[config.mk]
export PLATFORM = sky130hd
export DESIGN_NAME = packed_module_header_checker_top
export DESIGN_NICKNAME = d
export VERILOG_FILES = /design/src/sv/mhc_pkg.sv /design/src/sv/mhc_cell.sv /design/src/sv/mhc_chain.sv /design/src/sv/packed_module_header_checker_top.sv
export SDC_FILE = /design/constraint.sdc
export NUM_CORES = 2
export LEC_CHECK = 0
export BUFFER_PORTS_ARGS = -buffer_cell sky130_fd_sc_hd__buf_2
export CORE_UTILIZATION = 44
export DETAILED_ROUTE_END_ITERATION = 10
export PLACE_DENSITY_LB_ADDON = 0.2
export SLEW_MARGIN = 0
export SYNTH_ARGS = -nofsm -noshare
export SYNTH_HDL_FRONTEND = slang
export SYNTH_SLANG_ARGS = --single-unit
[constraint.sdc]
create_clock -name i_clk -period 159.7 [get_ports i_clk]
set_input_delay 7.985 -clock i_clk [delete_from_list [all_inputs] [get_ports i_clk]]
set_output_delay 7.985 -clock i_clk [all_outputs]
set_load 0.05 [all_outputs]
[src/sv/mhc_pkg.sv]
// Shared types and constants for the packed module header checker.
package mhc_pkg;

    typedef struct packed {
        logic [7:0] data_byte;
        logic       first;
    } t_in;

    typedef struct packed {
        logic        kind;
        logic [6:0]  position_index;
        logic [6:0]  pattern_number;
        logic        accepted;
        logic [3:0]  reject_reason;
        logic [21:0] unpacked_size;
        logic        last;
    } t_out;

    // one stored position: offset and its pattern number
    typedef struct packed {
        logic        valid;
        logic [15:0] offset;
        logic [6:0]  number;
    } t_entry;

    localparam logic        KIND_POSITION = 1'b0;
    localparam logic        KIND_VERDICT  = 1'b1;

    localparam logic [3:0]  RSN_NONE      = 4'd0;
    localparam logic [3:0]  RSN_ID        = 4'd1;
    localparam logic [3:0]  RSN_LENGTH    = 4'd2;
    localparam logic [3:0]  RSN_TOO_BIG   = 4'd3;
    localparam logic [3:0]  RSN_SAMPLE    = 4'd4;
    localparam logic [3:0]  RSN_REPLEN    = 4'd5;
    localparam logic [3:0]  RSN_VOLUME    = 4'd6;
    localparam logic [3:0]  RSN_POS_COUNT = 4'd7;
    localparam logic [3:0]  RSN_PATTERNS  = 4'd8;

    localparam logic [31:0] ID_WORD       = 32'h4D45_5858;
    localparam logic [15:0] VOLUME_LIMIT  = 16'h0040;
    localparam logic [15:0] REPLEN_EMPTY  = 16'h0001;
    localparam logic [24:0] BASE_SIZE     = 25'd1084;
    localparam logic [24:0] SIZE_LIMIT    = 25'd4194303;
    localparam logic [32:0] LENGTH_SLACK  = 33'd256;
    localparam logic [9:0]  ID_END        = 10'd3;
    localparam logic [9:0]  LENGTH_END    = 10'd7;
    localparam logic [9:0]  SAMPLE_PTR_END = 10'h01f;
    localparam logic [9:0]  SAMPLES_AT    = 10'h020;
    localparam logic [9:0]  POS_COUNT_AT  = 10'h118;
    localparam logic [9:0]  POS_COUNT_END = 10'h119;
    localparam logic [9:0]  POS_TABLE_AT  = 10'h11c;

endpackage

[src/sv/mhc_cell.sv]
// One cell of the position chain: holds an entry and matches it against the key.
module mhc_cell
    import mhc_pkg::*;
(
    input  logic        i_clk,
    input  logic        i_rst_n,
    input  logic        i_clear,
    input  logic        i_push,
    input  t_entry      i_entry,
    input  logic [15:0] i_key,
    output t_entry      o_entry,
    output logic        o_match
);

    t_entry r_entry;

    always_ff @(posedge i_clk) begin
        if (!i_rst_n || i_clear) begin
            r_entry.valid <= 1'b0;
        end else if (i_push) begin
            r_entry.valid <= i_entry.valid;
        end
        if (i_push) begin
            r_entry.offset <= i_entry.offset;
            r_entry.number <= i_entry.number;
        end
    end

    assign o_entry = r_entry;
    assign o_match = r_entry.valid && (r_entry.offset == i_key);

endmodule

[src/sv/mhc_chain.sv]
// Shift chain of position cells; all cells compare the key at once.
module mhc_chain
    import mhc_pkg::*;
#(
    parameter int CELLS = 128
) (
    input  logic        i_clk,
    input  logic        i_rst_n,
    input  logic        i_clear,
    input  logic        i_push,
    input  t_entry      i_entry,
    input  logic [15:0] i_key,
    output logic        o_found,
    output logic [6:0]  o_number
);

    t_entry     w_link [CELLS+1];
    logic [CELLS-1:0] w_match;

    assign w_link[0] = i_entry;

    for (genvar g = 0; g < CELLS; g++) begin : g_cell
        mhc_cell u_cell (
            .i_clk   (i_clk),
            .i_rst_n (i_rst_n),
            .i_clear (i_clear),
            .i_push  (i_push),
            .i_entry (w_link[g]),
            .i_key   (i_key),
            .o_entry (w_link[g+1]),
            .o_match (w_match[g])
        );
    end

    // equal offsets always carry the same number, so an OR picks it
    always_comb begin
        o_number = '0;
        for (int k = 0; k < CELLS; k++) begin
            if (w_match[k]) o_number = o_number | w_link[k+1].number;
        end
    end

    assign o_found = |w_match;

endmodule

[src/sv/packed_module_header_checker_top.sv]
// Top level: byte parser, header checks, position chain and result buffer.
// Each accepted byte is parsed in its accept cycle; its results (zero to two)
// sit in an output buffer, and the next byte is taken once the buffer drains.
// Pattern lookup compares against every chain cell in parallel in the accept cycle.
// Synchronous active-low reset; after reset the parser idles until a first byte.
module packed_module_header_checker_top
    import mhc_pkg::*;
#(
    parameter int MAX_POSITIONS  = 128,
    parameter int MAX_PATTERNS   = 64,
    parameter int SAMPLE_ENTRIES = 31
) (
    input  logic        i_clk,
    input  logic        i_rst_n,
    input  logic        i_cfg_we,
    input  logic [31:0] i_cfg_data,
    input  logic        i_in_valid,
    output logic        o_in_stall,
    input  t_in         i_in,
    output logic        o_out_valid,
    input  logic        i_out_stall,
    output t_out        o_out
);

    logic [31:0] r_file_length;
    logic [9:0]  r_bpos;
    logic [31:0] r_fs;
    logic [15:0] r_size;
    logic [15:0] r_vol;
    logic [22:0] r_total;
    logic [7:0]  r_pcount;
    logic [7:0]  r_cursor;
    logic [7:0]  r_pcnt;
    logic        r_done;
    logic [1:0]  r_cnt;
    t_out        r_res0, r_res1;

    logic [9:0]  n_bpos;
    logic [31:0] n_fs;
    logic [15:0] n_size, n_vol;
    logic [22:0] n_total;
    logic [7:0]  n_pcount, n_cursor, n_pcnt;
    logic        n_done;
    logic [1:0]  n_cnt;
    t_out        n_res0, n_res1;
    logic        w_push;
    t_entry      w_entry;

    logic        w_acc, w_out_acc;
    logic        w_found;
    logic [6:0]  w_fnum;
    logic [9:0]  w_p;
    logic [31:0] w_fs_old;
    logic [4:0]  w_e;
    logic [16:0] w_count;
    logic [8:0]  w_patts;
    logic [24:0] w_size;

    assign w_acc     = i_in_valid && !o_in_stall;
    assign w_out_acc = o_out_valid && !i_out_stall;
    assign o_in_stall  = (r_cnt != 2'd0);
    assign o_out_valid = (r_cnt != 2'd0);
    assign o_out       = r_res0;

    // key is the offset word ending with this byte; a first byte never pushes
    mhc_chain #(.CELLS(MAX_POSITIONS)) u_chain (
        .i_clk    (i_clk),
        .i_rst_n  (i_rst_n),
        .i_clear  (w_acc && i_in.first),
        .i_push   (w_push),
        .i_entry  (w_entry),
        .i_key    ({r_fs[7:0], i_in.data_byte}),
        .o_found  (w_found),
        .o_number (w_fnum)
    );

    function automatic t_out f_verdict(input logic acc, input logic [3:0] rsn,
                                       input logic [21:0] size);
        t_out r;
        r = '0;
        r.kind          = KIND_VERDICT;
        r.accepted      = acc;
        r.reject_reason = rsn;
        r.unpacked_size = size;
        r.last          = 1'b1;
        return r;
    endfunction

    always_comb begin
        n_bpos   = r_bpos;
        n_fs     = r_fs;
        n_size   = r_size;
        n_vol    = r_vol;
        n_total  = r_total;
        n_pcount = r_pcount;
        n_cursor = r_cursor;
        n_pcnt   = r_pcnt;
        n_done   = r_done;
        n_cnt    = r_cnt;
        n_res0   = r_res0;
        n_res1   = r_res1;
        w_push   = 1'b0;
        w_entry  = '0;
        w_fs_old = r_fs;
        w_p      = r_bpos;
        w_e      = 5'(w_p - SAMPLES_AT >> 3);
        w_count  = '0;
        w_patts  = '0;
        w_size   = '0;

        if (w_out_acc) begin
            n_res0 = r_res1;
            n_cnt  = r_cnt - 2'd1;
        end

        if (w_acc) begin
            if (i_in.first) begin
                n_bpos = '0; w_fs_old = '0; n_size = '0; n_vol = '0; n_total = '0;
                n_pcount = '0; n_cursor = '0; n_pcnt = '0; n_done = 1'b0;
                w_p = '0;
            end
            n_fs = {w_fs_old[23:0], i_in.data_byte};
            w_e  = 5'((w_p - SAMPLES_AT) >> 3);
            if (!(r_done && !i_in.first)) begin
                n_bpos = w_p + 10'd1;
                if (w_p == ID_END) begin
                    if (n_fs != ID_WORD) begin
                        n_res0 = f_verdict(1'b0, RSN_ID, '0); n_cnt = 2'd1; n_done = 1'b1;
                    end
                end else if (w_p == LENGTH_END) begin
                    if (n_fs == '0 || n_fs[0]) begin
                        n_res0 = f_verdict(1'b0, RSN_LENGTH, '0); n_cnt = 2'd1;
                        n_done = 1'b1;
                    end else if ({1'b0, n_fs} > {1'b0, r_file_length} + LENGTH_SLACK) begin
                        n_res0 = f_verdict(1'b0, RSN_TOO_BIG, '0); n_cnt = 2'd1;
                        n_done = 1'b1;
                    end
                end else if (w_p == SAMPLE_PTR_END) begin
                    if (n_fs == '0 || n_fs[0]) begin
                        n_res0 = f_verdict(1'b0, RSN_SAMPLE, '0); n_cnt = 2'd1;
                        n_done = 1'b1;
                    end
                end else if (w_p >= SAMPLES_AT && w_p < POS_COUNT_AT) begin
                    if (w_p[2:0] == 3'd1) begin
                        n_vol = n_fs[15:0];
                    end else if (w_p[2:0] == 3'd3) begin
                        n_size = n_fs[15:0];
                    end else if (w_p[2:0] == 3'd7 && 32'(w_e) < SAMPLE_ENTRIES) begin
                        if (r_size == '0) begin
                            if (n_fs[15:0] != REPLEN_EMPTY) begin
                                n_res0 = f_verdict(1'b0, RSN_REPLEN, '0); n_cnt = 2'd1;
                                n_done = 1'b1;
                            end
                        end else if (r_vol > VOLUME_LIMIT) begin
                            n_res0 = f_verdict(1'b0, RSN_VOLUME, '0); n_cnt = 2'd1;
                            n_done = 1'b1;
                        end else begin
                            n_total = r_total + {6'd0, r_size, 1'b0};
                        end
                    end
                end else if (w_p == POS_COUNT_END) begin
                    w_count = {1'b0, n_fs[15:0]} + 17'd1;
                    if (32'(w_count) > MAX_POSITIONS) begin
                        n_res0 = f_verdict(1'b0, RSN_POS_COUNT, '0); n_cnt = 2'd1;
                        n_done = 1'b1;
                    end else begin
                        n_pcount = w_count[7:0];
                    end
                end else if (w_p >= POS_TABLE_AT && w_p[1:0] == 2'd1) begin
                    w_entry.valid  = 1'b1;
                    w_entry.offset = n_fs[15:0];
                    w_entry.number = '0;
                    if (r_cursor[6:0] != '0) begin
                        if (w_found) begin
                            w_entry.number = w_fnum;
                        end else begin
                            n_pcnt = r_pcnt + 8'd1;
                            w_entry.number = n_pcnt[6:0];
                        end
                    end
                    w_push   = 1'b1;
                    n_cursor = r_cursor + 8'd1;
                    n_res0 = '0;
                    n_res0.kind           = KIND_POSITION;
                    n_res0.position_index = r_cursor[6:0];
                    n_res0.pattern_number = w_entry.number;
                    n_res0.last           = !(n_cursor >= r_pcount);
                    n_cnt = 2'd1;
                    if (n_cursor >= r_pcount) begin
                        n_cnt   = 2'd2;
                        n_done  = 1'b1;
                        w_patts = {1'b0, n_pcnt} + 9'd1;
                        w_size  = {6'd0, w_patts, 10'd0} + {2'd0, r_total} + BASE_SIZE;
                        if (w_size > SIZE_LIMIT) w_size = SIZE_LIMIT;
                        if (32'(w_patts) > MAX_PATTERNS) begin
                            n_res1 = f_verdict(1'b0, RSN_PATTERNS, '0);
                        end else begin
                            n_res1 = f_verdict(1'b1, RSN_NONE, w_size[21:0]);
                        end
                    end
                end
            end
        end
    end

    always_ff @(posedge i_clk) begin
        if (!i_rst_n) begin
            r_file_length <= '0;
            r_bpos   <= '0;
            r_fs     <= '0;
            r_size   <= '0;
            r_vol    <= '0;
            r_total  <= '0;
            r_pcount <= '0;
            r_cursor <= '0;
            r_pcnt   <= '0;
            r_done   <= 1'b1;
            r_cnt    <= '0;
        end else begin
            if (i_cfg_we) r_file_length <= i_cfg_data;
            r_bpos   <= n_bpos;
            r_fs     <= n_fs;
            r_size   <= n_size;
            r_vol    <= n_vol;
            r_total  <= n_total;
            r_pcount <= n_pcount;
            r_cursor <= n_cursor;
            r_pcnt   <= n_pcnt;
            r_done   <= n_done;
            r_cnt    <= n_cnt;
        end
        r_res0 <= n_res0;
        r_res1 <= n_res1;
    end

    // a verdict is always the final result of its byte
    a_verdict_last: assert property (@(posedge i_clk) disable iff (!i_rst_n)
        o_out_valid && o_out.kind |-> o_out.last)
        else $error("verdict without last");

    // a buffered pair always starts with a non-final position entry
    a_pair_order: assert property (@(posedge i_clk) disable iff (!i_rst_n)
        r_cnt == 2'd2 |-> !r_res0.last && r_res0.kind == KIND_POSITION)
        else $error("bad result pair");

    // a first byte always starts a parse
    a_first_starts: assert property (@(posedge i_clk) disable iff (!i_rst_n)
        w_acc && i_in.first |=> !r_done)
        else $error("first byte did not start parse");

    // the cursor never runs past the position count while parsing
    a_cursor_bound: assert property (@(posedge i_clk) disable iff (!i_rst_n)
        !r_done && r_pcount != '0 |-> r_cursor < r_pcount)
        else $error("cursor past count");

endmodule

==> metrics <==
number of max-capacitance violations reported 1; Skew-Pair Late Insertion Delay 0.95 ns; area fraction in and, or, nand and nor cells after synthesis 7.993%; setup repair after global routing missed its margin false; final max-slew violation count 8; I/O pin count 91; TritonRoute pass-1 iters 7; CTS tree built; Vias per Instance 5.955; starting density of the core 44.34%; Yosys reg bits 3,287; dominant register cell in the synthesized netlist sky130_fd_sc_hd__edfxtp_1; share of flip-flops with an asynchronous set or reset 0%; largest clock skew in the final design 0.08243 ns; synthesized netlist net count 9,366; hold-fix buffers at CTS 0; gr ovfl total 0; Cells after Synth 9,221; leading area contributor after synthesis sky130_fd_sc_hd__edfxtp_1; Critical Path Slowest Stage Cell sky130_fd_sc_hd__nor4_1; core occupancy in the finished layout 49.69%; largest cells by area after synthesis sky130_fd_sc_hd__edfxtp_1 65%, sky130_fd_sc_hd__xnor2_1 13%, sky130_fd_sc_hd__dfxtp_1 4.7%, sky130_fd_sc_hd__nand4_1 2.0%, sky130_fd_sc_hd__a22oi_1 1.7%; most common library cell in the layout ignoring fill and taps sky130_fd_sc_hd__edfxtp_1; post-detailed-placement half-perimeter wirelength 290.2 mm; clock share of power 43.0%; top fanout value on the critical path 47; Netlist cell types 73; required arrival time at the worst endpoint 160.34 ns; wire length of the first global-routing pass 612.4 mm; largest buffer count on any clock path 4; result of the run finished with violations; type of the setup path with the least slack in2reg; Detail Route Antenna Nets 0; count of flip-flops with a built-in enable after synthesis 2,968; Setup crit end kind flip-flop; count of final hold-check violations 0; worst setup slack after placement 142.77 ns; port bufs 90; final worst path period share 10.15%; multiplexer share of the synthesized area 0.2627%; Worst Slack Setup Final 143.49 ns; FILL cells 26,130; number of levels in the clock H-tree 5; total wirelength of the detailed-routed design 440.6 mm; clk root buf sky130_fd_sc_hd__clkbuf_16; fraction of final layout cells sized beyond drive strength 1 9.322%; Max stage delay on crit path 0.90 ns; adder and majority cell fraction of the synthesized area 0.9140%; violations in the final reports capacitance limit, slew limit; antenna violations before repair 49; Die X-Extent 560.3 um; instance count along the most critical hold path 0; area share of the largest cell type after synthesis 64.98%; arrival time of data at the critical path endpoint 16.85 ns; Worst Max-Slew Pin Slew 1.514 ns; Period minus WS final 16.21 ns; max_slew headroom -0.9257%; sequential cell fraction of total power 49.9%; VDD IR-drop max 0.00001104 V; GP Congestion 0.9561; synthesized-area fraction occupied by ao, oa, aoi and oai cells 5.505%; GRT Overall Usage 27.42%; routed length per placed instance 31.84 um; Setup violations, final 0; Top cell by count, worst path sky130_fd_sc_hd__buf_4; Mapped Avg Cell Area 14.88 um2; nature of the critical path startpoint input port; core area 309,400 um2; Total Power 1.878 mW; switching power 0.4443 mW; worst min path class reg2reg; number of sinks handled by clock tree synthesis 3,287; post-synthesis sequential area ratio 69.63%; FF-to-FF path depth 30; Post-DP Area 142,400 um2; Comb pwr share 7.1%; maximum number of pins on one net before global-route repair 201; Die Area 314,000 um2; number of buffers created by CTS 349; count of yosys warnings during synthesis 0; post-route cell area 153,700 um2; Remaining DRCs 0; total negative slack for setup checks 0 ns; clock-pin slew of the registers on the worst-case setup and hold paths 0.06 ns; Layout Nets 9,549; number of global-route vias before repair 80,170; leakage power figure 38.57 nW; largest family of logic cells by synthesized area XOR/XNOR gates; std cell rows 204; Die Y 560.3 um; initial DRC count 11,360; post-cts repair resize count 0; Pint 1.434 mW; area overhead of the layout relative to synthesis 12.06%; Cell Area, Synth 137,200 um2; PwrDens 12.22 nW/um2; most frequent cells in the layout 2,968 x sky130_fd_sc_hd__edfxtp_1, 2,089 x sky130_fd_sc_hd__xnor2_1, 589 x sky130_fd_sc_hd__nand2_1; synthesized-area fraction occupied by xor and xnor cells 13.56%; via total after detailed routing 82,400; maximum clock frequency 61.70 MHz; number of setup buffers added after CTS 0; Sw Share 23.66%
-- logic make-up after synthesis --
logic type / after synthesis
flops: 3287
simple gates: 2066
xor+xnor: 2124
fa+ha+maj: 99
compound gates: 1042
mux: 36
buf+inv: 567
-- layer usage --
layer  global-route usage, %  wire (um)  up-vias
li1                        -          -    34570
met1                   37.87     180100    42100
met2                   41.46     193900     4688
met3                   6.001      43870     1027
met4                   12.49      22650       16
met5                 0.03012        100        -
-- final timing paths --
path | from | end | slack [ns]
setup reg to reg | r_fs[4] | r_res1[5] | 149.62
setup / recovery | i_in[1] | r_res1[5] | 143.49
hold / removal | u_chain.g_cell[36].u_cell.o_entry[5] | u_chain.g_cell[37].u_cell.o_entry[5] | 0.43
hold reg to reg | u_chain.g_cell[36].u_cell.o_entry[5] | u_chain.g_cell[37].u_cell.o_entry[5] | 0.43
-- Yosys cell counts (17+ instances only) --
library cell	instances
sky130_fd_sc_hd__inv_1	69
sky130_fd_sc_hd__a221oi_1	96
sky130_fd_sc_hd__buf_6	34
sky130_fd_sc_hd__nor3_1	40
sky130_fd_sc_hd__buf_2	102
sky130_fd_sc_hd__a22o_1	161
sky130_fd_sc_hd__xnor2_1	2089
sky130_fd_sc_hd__dfxtp_1	319
sky130_fd_sc_hd__nor2b_1	121
sky130_fd_sc_hd__and2_1	272
sky130_fd_sc_hd__mux2i_1	36
sky130_fd_sc_hd__a211oi_2	18
sky130_fd_sc_hd__a211oi_1	17
sky130_fd_sc_hd__a21o_1	32
sky130_fd_sc_hd__ha_1	97
sky130_fd_sc_hd__and3_1	33
sky130_fd_sc_hd__nand4_1	441
sky130_fd_sc_hd__nand2_1	591
sky130_fd_sc_hd__buf_4	110
sky130_fd_sc_hd__nor4_1	203
sky130_fd_sc_hd__nand3_1	182
sky130_fd_sc_hd__edfxtp_1	2968
sky130_fd_sc_hd__a21oi_1	211
sky130_fd_sc_hd__a21boi_0	29
sky130_fd_sc_hd__nor2_1	116
sky130_fd_sc_hd__o21ai_0	72
sky130_fd_sc_hd__xor2_1	35
sky130_fd_sc_hd__a22oi_1	305
sky130_fd_sc_hd__clkbuf_1	243
-- layout make-up --
type	instances	area (um2)	share of cell area, %
Antenna cell	18	45.04	0.02930
Clock buffer	462	9433	6.137
Clock inverter	183	1829	1.190
Inverter	71	274.0	0.1783
Multi-Input combinational cell	5367	39000	25.37
Sequential cell	3287	95540	62.16
Tap cell	4120	5155	3.354
Timing Repair Buffer	328	2432	1.582
-- sequential cells by signal, indices dropped and copies added, names as in the netlist, 8 cells and up --
signal and cells:
u_chain.g_cell.u_cell.o_entry 3072, r_cursor 8, r_pcount 8, r_vol 16, r_res1 24, r_pcnt 8
r_file_length 32, r_fs 24, o_out 43, r_size 16, r_total 23, r_bpos 10
-- power groups by stage --
stage               Combinational, mW  Sequential [mW]  Clock (mW)
floorplan                      0.0954            0.957           0
CTS                             0.134            0.937       0.818
finish                          0.133            0.937       0.808
detailed placement              0.133            0.955           0
global placement                0.133            0.955           0
global route                    0.142            0.937       0.847
-- worst max-delay path: cells and delay by family --
kind	cells	cell delay (ns)
XOR/XNOR	1	0.17
adder cells (fa/ha/maj)	3	0.96
AND/OR/NAND/NOR	12	3.10
AO/OA/AOI/OAI	9	1.86
buffers and inverters	5	2.45
-- metrics by stage --
stage          instances  hold slack, ns
2_1_floorplan       9221          0.4101
3_3_place_gp       13170          0.4273
3_5_place_dp       13170          0.4310
4_1_cts            13820          0.4283
5_1_grt            13820          0.4394
6_report           13840          0.4273
Note: power is estimated with default switching activity, not from simulation.
